[config.mk]
export PLATFORM = sky130hd
export DESIGN_NAME = clock_set_mode_editor
export DESIGN_NICKNAME = d
export VERILOG_FILES = /design/src/design/csme_pkg.sv /design/src/design/csme_front.sv /design/src/design/csme_queue.sv /design/src/design/csme_back.sv /design/src/design/clock_set_mode_editor.sv
export SDC_FILE = /design/constraint.sdc
export NUM_CORES = 1
export LEC_CHECK = 0
export BUFFER_PORTS_ARGS = -buffer_cell sky130_fd_sc_hd__buf_2
export CAP_MARGIN = 20
export CELL_PAD_IN_SITES_DETAIL_PLACEMENT = 0
export CELL_PAD_IN_SITES_GLOBAL_PLACEMENT = 1
export CORE_AREA = 2 2 135 137
export DETAILED_ROUTE_END_ITERATION = 8
export DIE_AREA = 0 0 137 139
export GPL_TIMING_DRIVEN = 0
export PLACE_DENSITY = 0.77
export RECOVER_POWER = 25
export SLEW_MARGIN = 0
export SYNTH_ARGS = -nofsm -noshare
export SYNTH_HDL_FRONTEND = slang
export SYNTH_SLANG_ARGS = --single-unit
[constraint.sdc]
create_clock -name clk -period 10.2 [get_ports clk]
set_input_delay 2.55 -clock clk [delete_from_list [all_inputs] [get_ports clk]]
set_output_delay 2.55 -clock clk [all_outputs]
set_load 0.02 [all_outputs]
[src/design/csme_pkg.sv]
package csme_pkg;

  // Operation codes on the input channel
  localparam logic [1:0] OP_CW    = 2'd0;
  localparam logic [1:0] OP_CCW   = 2'd1;
  localparam logic [1:0] OP_PRESS = 2'd2;

  // Field selection codes
  localparam logic [2:0] SEL_YEAR   = 3'd0;
  localparam logic [2:0] SEL_MONTH  = 3'd1;
  localparam logic [2:0] SEL_DAY    = 3'd2;
  localparam logic [2:0] SEL_HOUR   = 3'd3;
  localparam logic [2:0] SEL_MINUTE = 3'd4;
  localparam logic [2:0] SEL_SECOND = 3'd5;

  localparam logic [7:0] YEAR_MAX        = 8'd99;
  localparam logic [7:0] MONTH_MIN       = 8'd1;
  localparam logic [7:0] MONTH_MAX       = 8'd12;
  localparam logic [7:0] DAY_MIN         = 8'd1;
  localparam logic [7:0] HOUR_MAX        = 8'd23;
  localparam logic [7:0] MINSEC_MAX      = 8'd59;
  localparam logic [2:0] WEEKDAY_DEFAULT = 3'd1;

  localparam int CSME_QUEUE_DEPTH = 2;

  typedef enum logic [1:0] {
    CMD_NOP,
    CMD_CW,
    CMD_CCW,
    CMD_PRESS
  } cmd_kind_t;

  typedef struct packed {
    logic [1:0] operation;
    logic       rtc_valid;
    logic [5:0] rtc_second;
    logic [5:0] rtc_minute;
    logic [4:0] rtc_hour;
    logic [5:0] rtc_day;
    logic [4:0] rtc_month;
    logic [2:0] rtc_weekday;
    logic [7:0] rtc_year;
  } in_item_t;

  typedef struct packed {
    logic       in_set_mode;
    logic [2:0] selected_field;
    logic [5:0] out_second;
    logic [5:0] out_minute;
    logic [4:0] out_hour;
    logic [5:0] out_day;
    logic [4:0] out_month;
    logic [2:0] out_weekday;
    logic [7:0] out_year;
    logic       commit;
  } out_item_t;

  typedef struct packed {
    logic [5:0] second;
    logic [5:0] minute;
    logic [4:0] hour;
    logic [5:0] day;
    logic [4:0] month;
    logic [2:0] weekday;
    logic [7:0] year;
  } clk_reading_t;

  typedef struct packed {
    cmd_kind_t    kind;
    logic         rtc_valid;
    clk_reading_t reading;
  } cmd_t;

  // Days in month; out-of-range months use the nearest valid month's length
  function automatic logic [4:0] month_days(input logic [7:0] year, input logic [4:0] month);
    logic [4:0] d;
    begin
      if (month == 5'd0) begin
        d = 5'd31;
      end else if (month > 5'd12) begin
        d = 5'd31;
      end else begin
        case (month)
          5'd2:    d = 5'd28;
          5'd4:    d = 5'd30;
          5'd6:    d = 5'd30;
          5'd9:    d = 5'd30;
          5'd11:   d = 5'd30;
          default: d = 5'd31;
        endcase
      end
      if (month == 5'd2 && year[1:0] == 2'b00) begin
        d = 5'd29;
      end
      return d;
    end
  endfunction

  // Step v by one over lo..hi, wrapping with the editor's tests
  function automatic logic [7:0] wrap_step(input logic [7:0] v, input logic up,
                                           input logic [7:0] lo, input logic [7:0] hi);
    logic [8:0] s;
    logic [7:0] r;
    begin
      s = 9'd0;
      if (up) begin
        s = {1'b0, v} + 9'd1;
        r = (s > {1'b0, hi}) ? lo : s[7:0];
      end else if (v <= lo) begin
        r = hi;
      end else begin
        r = v - 8'd1;
        if (r > hi) begin
          r = lo;
        end
      end
      return r;
    end
  endfunction

  function automatic logic [5:0] clamp_day(input logic [5:0] day, input logic [4:0] dim);
    logic [5:0] r;
    begin
      r = day;
      if (r == 6'd0) begin
        r = 6'(DAY_MIN);
      end
      if (r > {1'b0, dim}) begin
        r = {1'b0, dim};
      end
      return r;
    end
  endfunction

endpackage

[src/design/csme_front.sv]
module csme_front
  import csme_pkg::*;
(
  input  logic     in_valid,
  output logic     in_ready,
  input  in_item_t in_data,
  input  logic     q_full,
  output logic     q_push,
  output cmd_t     q_push_data
);

  cmd_kind_t kind;

  always_comb begin
    case (in_data.operation)
      OP_CW:    kind = CMD_CW;
      OP_CCW:   kind = CMD_CCW;
      OP_PRESS: kind = CMD_PRESS;
      default:  kind = CMD_NOP;
    endcase
  end

  assign in_ready = !q_full;
  assign q_push   = in_valid && !q_full;

  always_comb begin
    q_push_data.kind            = kind;
    q_push_data.rtc_valid       = in_data.rtc_valid;
    q_push_data.reading.second  = in_data.rtc_second;
    q_push_data.reading.minute  = in_data.rtc_minute;
    q_push_data.reading.hour    = in_data.rtc_hour;
    q_push_data.reading.day     = in_data.rtc_day;
    q_push_data.reading.month   = in_data.rtc_month;
    q_push_data.reading.weekday = in_data.rtc_weekday;
    q_push_data.reading.year    = in_data.rtc_year;
  end

endmodule

[src/design/csme_queue.sv]
module csme_queue
  import csme_pkg::*;
#(
  parameter int DEPTH = CSME_QUEUE_DEPTH
) (
  input  logic clk,
  input  logic rst_n,
  input  logic push,
  input  cmd_t push_data,
  output logic full,
  input  logic pop,
  output cmd_t pop_data,
  output logic not_empty
);

  localparam int PTR_W = (DEPTH > 1) ? $clog2(DEPTH) : 1;
  localparam int CNT_W = $clog2(DEPTH + 1);

  cmd_t             entries_r [DEPTH];
  logic [PTR_W-1:0] wr_ptr_r, wr_ptr_nxt;
  logic [PTR_W-1:0] rd_ptr_r, rd_ptr_nxt;
  logic [CNT_W-1:0] count_r, count_nxt;

  assign full      = (count_r == CNT_W'(DEPTH));
  assign not_empty = (count_r != '0);
  assign pop_data  = entries_r[rd_ptr_r];

  always_comb begin
    wr_ptr_nxt = wr_ptr_r;
    rd_ptr_nxt = rd_ptr_r;
    count_nxt  = count_r;
    if (push) begin
      wr_ptr_nxt = (wr_ptr_r == PTR_W'(DEPTH - 1)) ? '0 : wr_ptr_r + 1'b1;
    end
    if (pop) begin
      rd_ptr_nxt = (rd_ptr_r == PTR_W'(DEPTH - 1)) ? '0 : rd_ptr_r + 1'b1;
    end
    if (push && !pop) begin
      count_nxt = count_r + 1'b1;
    end else if (pop && !push) begin
      count_nxt = count_r - 1'b1;
    end
  end

  always_ff @(posedge clk) begin
    if (!rst_n) begin
      wr_ptr_r <= '0;
      rd_ptr_r <= '0;
      count_r  <= '0;
    end else begin
      wr_ptr_r <= wr_ptr_nxt;
      rd_ptr_r <= rd_ptr_nxt;
      count_r  <= count_nxt;
    end
  end

  always_ff @(posedge clk) begin
    if (push) begin
      entries_r[wr_ptr_r] <= push_data;
    end
  end

endmodule

[src/design/csme_back.sv]
module csme_back
  import csme_pkg::*;
(
  input  logic      clk,
  input  logic      rst_n,
  input  logic      q_not_empty,
  input  cmd_t      q_pop_data,
  output logic      q_pop,
  output logic      out_valid,
  input  logic      out_ready,
  output out_item_t out_data
);

  logic         set_mode_r, set_mode_nxt;
  logic [2:0]   field_r, field_nxt;
  clk_reading_t edit_r, edit_nxt;
  logic         commit;
  logic         up;
  logic         fire;
  logic [7:0]   year_new;
  logic [7:0]   month_new;
  logic [7:0]   step_val;
  logic         out_valid_r;
  out_item_t    out_data_r;

  assign fire      = q_not_empty && (!out_valid_r || out_ready);
  assign q_pop     = fire;
  assign out_valid = out_valid_r;
  assign out_data  = out_data_r;
  assign up        = (q_pop_data.kind == CMD_CW);

  always_comb begin
    set_mode_nxt = set_mode_r;
    field_nxt    = field_r;
    edit_nxt     = edit_r;
    commit       = 1'b0;
    year_new     = '0;
    month_new    = '0;
    step_val     = '0;
    case (q_pop_data.kind)
      CMD_PRESS: begin
        if (!set_mode_r) begin
          if (q_pop_data.rtc_valid) begin
            edit_nxt     = q_pop_data.reading;
            set_mode_nxt = 1'b1;
            field_nxt    = SEL_YEAR;
          end
        end else if (field_r == SEL_SECOND) begin
          if (edit_r.weekday == 3'd0) begin
            edit_nxt.weekday = WEEKDAY_DEFAULT;
          end
          commit       = 1'b1;
          set_mode_nxt = 1'b0;
        end else if (field_r < SEL_SECOND) begin
          field_nxt = field_r + 3'd1;
        end else begin
          field_nxt = SEL_YEAR;
        end
      end
      CMD_CW, CMD_CCW: begin
        if (set_mode_r) begin
          case (field_r)
            SEL_YEAR: begin
              if (up) begin
                year_new = (edit_r.year >= YEAR_MAX) ? YEAR_MAX : edit_r.year + 8'd1;
              end else begin
                year_new = (edit_r.year == 8'd0) ? 8'd0 : edit_r.year - 8'd1;
                if (year_new > YEAR_MAX) begin
                  year_new = YEAR_MAX;
                end
              end
              edit_nxt.year = year_new;
              edit_nxt.day  = clamp_day(edit_r.day, month_days(year_new, edit_r.month));
            end
            SEL_MONTH: begin
              month_new      = wrap_step({3'b0, edit_r.month}, up, MONTH_MIN, MONTH_MAX);
              edit_nxt.month = month_new[4:0];
              edit_nxt.day   = clamp_day(edit_r.day, month_days(edit_r.year, month_new[4:0]));
            end
            SEL_DAY: begin
              step_val     = wrap_step({2'b0, edit_r.day}, up, DAY_MIN,
                                       {3'b0, month_days(edit_r.year, edit_r.month)});
              edit_nxt.day = step_val[5:0];
            end
            SEL_HOUR: begin
              step_val      = wrap_step({3'b0, edit_r.hour}, up, 8'd0, HOUR_MAX);
              edit_nxt.hour = step_val[4:0];
            end
            SEL_MINUTE: begin
              step_val        = wrap_step({2'b0, edit_r.minute}, up, 8'd0, MINSEC_MAX);
              edit_nxt.minute = step_val[5:0];
            end
            SEL_SECOND: begin
              step_val        = wrap_step({2'b0, edit_r.second}, up, 8'd0, MINSEC_MAX);
              edit_nxt.second = step_val[5:0];
            end
            default: begin
            end
          endcase
        end
      end
      default: begin
      end
    endcase
  end

  always_ff @(posedge clk) begin
    if (!rst_n) begin
      set_mode_r  <= 1'b0;
      field_r     <= SEL_HOUR;
      out_valid_r <= 1'b0;
    end else begin
      if (fire) begin
        set_mode_r  <= set_mode_nxt;
        field_r     <= field_nxt;
        out_valid_r <= 1'b1;
      end else if (out_ready) begin
        out_valid_r <= 1'b0;
      end
    end
  end

  // Edit registers and result payload hold their value until the next transaction
  always_ff @(posedge clk) begin
    if (fire) begin
      edit_r                    <= edit_nxt;
      out_data_r.in_set_mode    <= set_mode_nxt;
      out_data_r.selected_field <= field_nxt;
      out_data_r.out_second     <= edit_nxt.second;
      out_data_r.out_minute     <= edit_nxt.minute;
      out_data_r.out_hour       <= edit_nxt.hour;
      out_data_r.out_day        <= edit_nxt.day;
      out_data_r.out_month      <= edit_nxt.month;
      out_data_r.out_weekday    <= edit_nxt.weekday;
      out_data_r.out_year       <= edit_nxt.year;
      out_data_r.commit         <= commit;
    end
  end

endmodule

[src/design/clock_set_mode_editor.sv]
// Clock-setting editor driven by knob events.
// Input channel (in_valid/in_ready/in_data): one knob event per transaction,
// rotate clockwise, rotate counter-clockwise or button press, together with
// the current clock reading and its valid flag.
// Result channel (out_valid/out_ready/out_data): one result per event, giving
// the mode, the selected field, the edited time and a commit strobe that asks
// for the edited time to be written to the clock.
// Throughput: one event per cycle while the receiver is not stalling. An event
// that is taken is written into a queue entry; the editor stage then pops it and
// updates the edit registers and the output register from it.
// The front classifies events into a queue of QUEUE_DEPTH entries; the back
// drains it whenever the output register is free or being read.
// When the receiver stalls, the output register holds its result, the queue
// fills and in_ready drops once it is full.
// Reset (rst_n low at a clock edge): normal mode, hour selected, queue and
// output empty. Edit registers are loaded by the first valid entry press.
module clock_set_mode_editor
  import csme_pkg::*;
#(
  parameter int QUEUE_DEPTH = CSME_QUEUE_DEPTH
) (
  input  logic      clk,
  input  logic      rst_n,
  input  logic      in_valid,
  output logic      in_ready,
  input  in_item_t  in_data,
  output logic      out_valid,
  input  logic      out_ready,
  output out_item_t out_data
);

  logic q_full;
  logic q_push;
  cmd_t q_push_data;
  logic q_pop;
  cmd_t q_pop_data;
  logic q_not_empty;

  csme_front u_front (
    .in_valid    (in_valid),
    .in_ready    (in_ready),
    .in_data     (in_data),
    .q_full      (q_full),
    .q_push      (q_push),
    .q_push_data (q_push_data)
  );

  csme_queue #(
    .DEPTH (QUEUE_DEPTH)
  ) u_queue (
    .clk       (clk),
    .rst_n     (rst_n),
    .push      (q_push),
    .push_data (q_push_data),
    .full      (q_full),
    .pop       (q_pop),
    .pop_data  (q_pop_data),
    .not_empty (q_not_empty)
  );

  csme_back u_back (
    .clk         (clk),
    .rst_n       (rst_n),
    .q_not_empty (q_not_empty),
    .q_pop_data  (q_pop_data),
    .q_pop       (q_pop),
    .out_valid   (out_valid),
    .out_ready   (out_ready),
    .out_data    (out_data)
  );

endmodule

==> impl_metrics.toml <==
[clocking]
cts_tree = "yes"
cts.sinks = 138
root_buffer = "clkbuf_16"
cts.reportedPaths.clkPinSlew_ns = 0.06
cts_buffer_depth = 2
cts_hold_buf = 0
cts_max_level = 4
cts_made_buffers = 17
post_cts_resized = 0
clk_latency_ns = 0.42
cts_setup_buffers = 0

[critical_path]
critPathKind = "reg2reg"
worstPathArrival_ns = 6.15
crit_path_end_kind = "flip-flop"
crit_required_ns = 10.37
critPathMaxFanout = 10
startpoint_type = "flip-flop"
ff2ff_setup_slack_ns = 4.22

[routing]
dr.pass1.iters = 5
drt_iter0_markers = 755
via_count = 6557
via_per_inst = 5.82
wl_per_cell_um = 18.5
drcViolationCount = 0
ant_nets = 0
wirelength_mm = 20.9

[global_routing]
grt_pass1_wl_mm = 33.5
grt_pass1_vias = 6312
antenna_found_initial = 2
grt_max_degree = 33
track_usage = 0.226
grt_overflow_total = 0

[placement]
placed_area_um2 = 9090
post-dp-hpwl_mm = 15.3
io_buffers = 90
place.gp.congestion = 0.884

[power_and_ir_drop]
irDropWorstVdd_v = 0.000152
totalPowerFinal_w = 0.00226
p_leak_nw = 3.59
powerDensity_nw_per_um2 = 235

[floorplan]
row_count = 49
die_y_um = 139
ios = 92
core_area_um2 = 17700
start_util = 0.470
dieArea_um2 = 19000
die_x_um = 137

[synthesis]
synthTopCellsByArea = "edfxtp_1 (46%), ha_1 (5.7%), mux2i_1 (4.5%), a21oi_1 (3.1%), nor2_1 (2.4%)"
synth_mux_area_frac = 0.0569
yosysSeqAreaShare = 0.487
synth-simple-area-share = 0.143
synth_compound_area_frac = 0.177
synthAdderAreaFrac = 0.0573
ys_types = 75
synth_xor_area_frac = 0.0327
synth_top_cell_by_area = "edfxtp_1"
synth_common_cells = "edfxtp_1 (128), nor2_1 (54), a21oi_1 (51), nand2_1 (41), ha_1 (38)"
synth-edff-count = 128
synth_top_area_share = 0.463
synth-main-ff-cell = "edfxtp_1"
ys_ff_latch = 138
yosys_warnings = 0
syn_inst = 772
synth.most_common_cell = "edfxtp_1"
syn_area_um2 = 8300
async_flop_share = 0
synth_top_family_by_area = "compound AO/OA/AOI/OAI gates"
syn-num-nets = 856
syn_area_per_cell_um2 = 10.7

[finish]
nets = 968
area_growth_pct = 16.1
design_area_um2 = 9630
drive_above_1_share = 0.163
fill_cells = 1616

[timing]
maxSlewViolCount = 0
setup-violations-final = 0
fin_crit_sh = 0.586
timing.final.crit_period_ns = 5.98
max_freq_mhz = 167
fin_skew_ns = 0.00814
hold_violations = 0
worst_pin_slew_ns = 1.03
relSlewSlack = 0.305
rsz0062_at_grt = "false"
finalSetupTns_ns = 0

[min_path]
hold_path.class = "reg2reg"

[job]
max-cap-violations = 0

[run_status]
status = "finished clean"
[state kept, by name, indices dropped and copies added (netlist names), named ones only]
name,count
u_back.set_mode_r,1
u_queue.rd_ptr_r,1
u_queue.entries_r,84
u_back.out_valid,1
u_queue.count_r,2
u_back.edit_r,39
u_back.out_data,5
u_queue.wr_ptr_r,1
u_back.field_r,3
[report_power, final]
group	leakage (nW)	switching (W)	internal [W]
logic	2.04	0.000570	0.000316
clock network	0.284	0.000240	0.000346
registers	1.27	0.0000398	0.000752
[cells by family after synthesis]
family / count (synthesis)
and+or+nand+nor: 219
DFF: 138
adders and majority gates: 38
AOI/OAI and AO/OA: 211
buffers and inverters: 89
xor gates and xnor gates: 31
muxes: 46
[cell type report]
cell class	count	area, um2	area share
Antenna cell	1	2.50	0.000260
Clock inverter	14	134	0.0139
Timing Repair Buffer	93	467	0.0485
Clock buffer	18	439	0.0456
Buffer	52	240	0.0249
Multi-Input combinational cell	545	3880	0.403
Tap cell	229	287	0.0297
Inverter	37	139	0.0144
Sequential cell	138	4040	0.420
[per-stage QoR]
stage / cells / setup WS [ns] / util / hold slack, ns
global placement: 1091 / 4.30 / 0.512 / 0.509
detailed placement: 1094 / 4.67 / 0.515 / 0.543
global route: 1127 / 3.88 / 0.545 / 0.577
CTS: 1126 / 4.66 / 0.547 / 0.554
floorplan: 772 / 5.33 / - / 0.491
finish: 1127 / 4.22 / 0.545 / 0.555
[path summary, 6_finish.rpt]
| path | start | endpoint | cells after the start |
|---|---|---|---|
| max | flip-flop | u_back.edit_r[17]$_DFFE_PP_ | 18 |
| min | u_queue.count_r[1]$_SDFFE_PN0P_ | u_queue.count_r[1]$_SDFFE_PN0P_ | 2 |
| max reg2reg | flip-flop | u_back.edit_r[17]$_DFFE_PP_ | 18 |
| min reg2reg | u_queue.count_r[1]$_SDFFE_PN0P_ | u_queue.count_r[1]$_SDFFE_PN0P_ | 2 |
[per-layer routing]
| layer | vias up | share of wire | track usage |
|---|---|---|---|
| met5 | - | 0.00033 | 0 |
| met4 | 2 | 0.016 | 0.0705 |
| met3 | 26 | 0.068 | 0.0355 |
| met2 | 217 | 0.47 | 0.358 |
| met1 | 3167 | 0.44 | 0.319 |
| li1 | 3145 | - | - |
[critical path, cell delays in order (launching register included)]
cell	delay [ns]
dfxtp_1	0.30
clkbuf_1	0.36
clkbuf_1	0.74
clkbuf_1	0.77
mux2i_1	0.35
ha_1	0.32
clkbuf_1	0.49
buf_1	0.58
nand3b_1	0.16
o22ai_1	0.19
o211ai_1	0.12
and2_1	0.18
ha_1	0.27
nand2_1	0.08
a31o_2	0.17
o31ai_1	0.07
a41oi_1	0.17
o221ai_1	0.14
a22o_1	0.23
[cells in the final DEF, fill, tap and decap left out, drive strengths merged, types with 8 or more instances in the layout]
cell type | Yosys | routed
a211oi | 11 | 11
a21o | 9 | 9
a21oi | 52 | 52
a31oi | 11 | 11
and2 | 10 | 10
buf | 27 | 95
clkbuf | 25 | 68
dfxtp | 10 | 10
edfxtp | 128 | 128
ha | 38 | 38
inv | 37 | 43
mux2 | 9 | 9
mux2i | 37 | 37
nand2 | 41 | 41
nand2b | 19 | 19
nand3 | 16 | 16
nor2 | 54 | 54
nor2b | 15 | 15
nor3 | 14 | 14
o21ai | 34 | 34
o22ai | 9 | 9
or3 | 8 | 8
xnor2 | 18 | 18
xor2 | 13 | 13
Note: power is estimated with default switching activity, not from simulation.
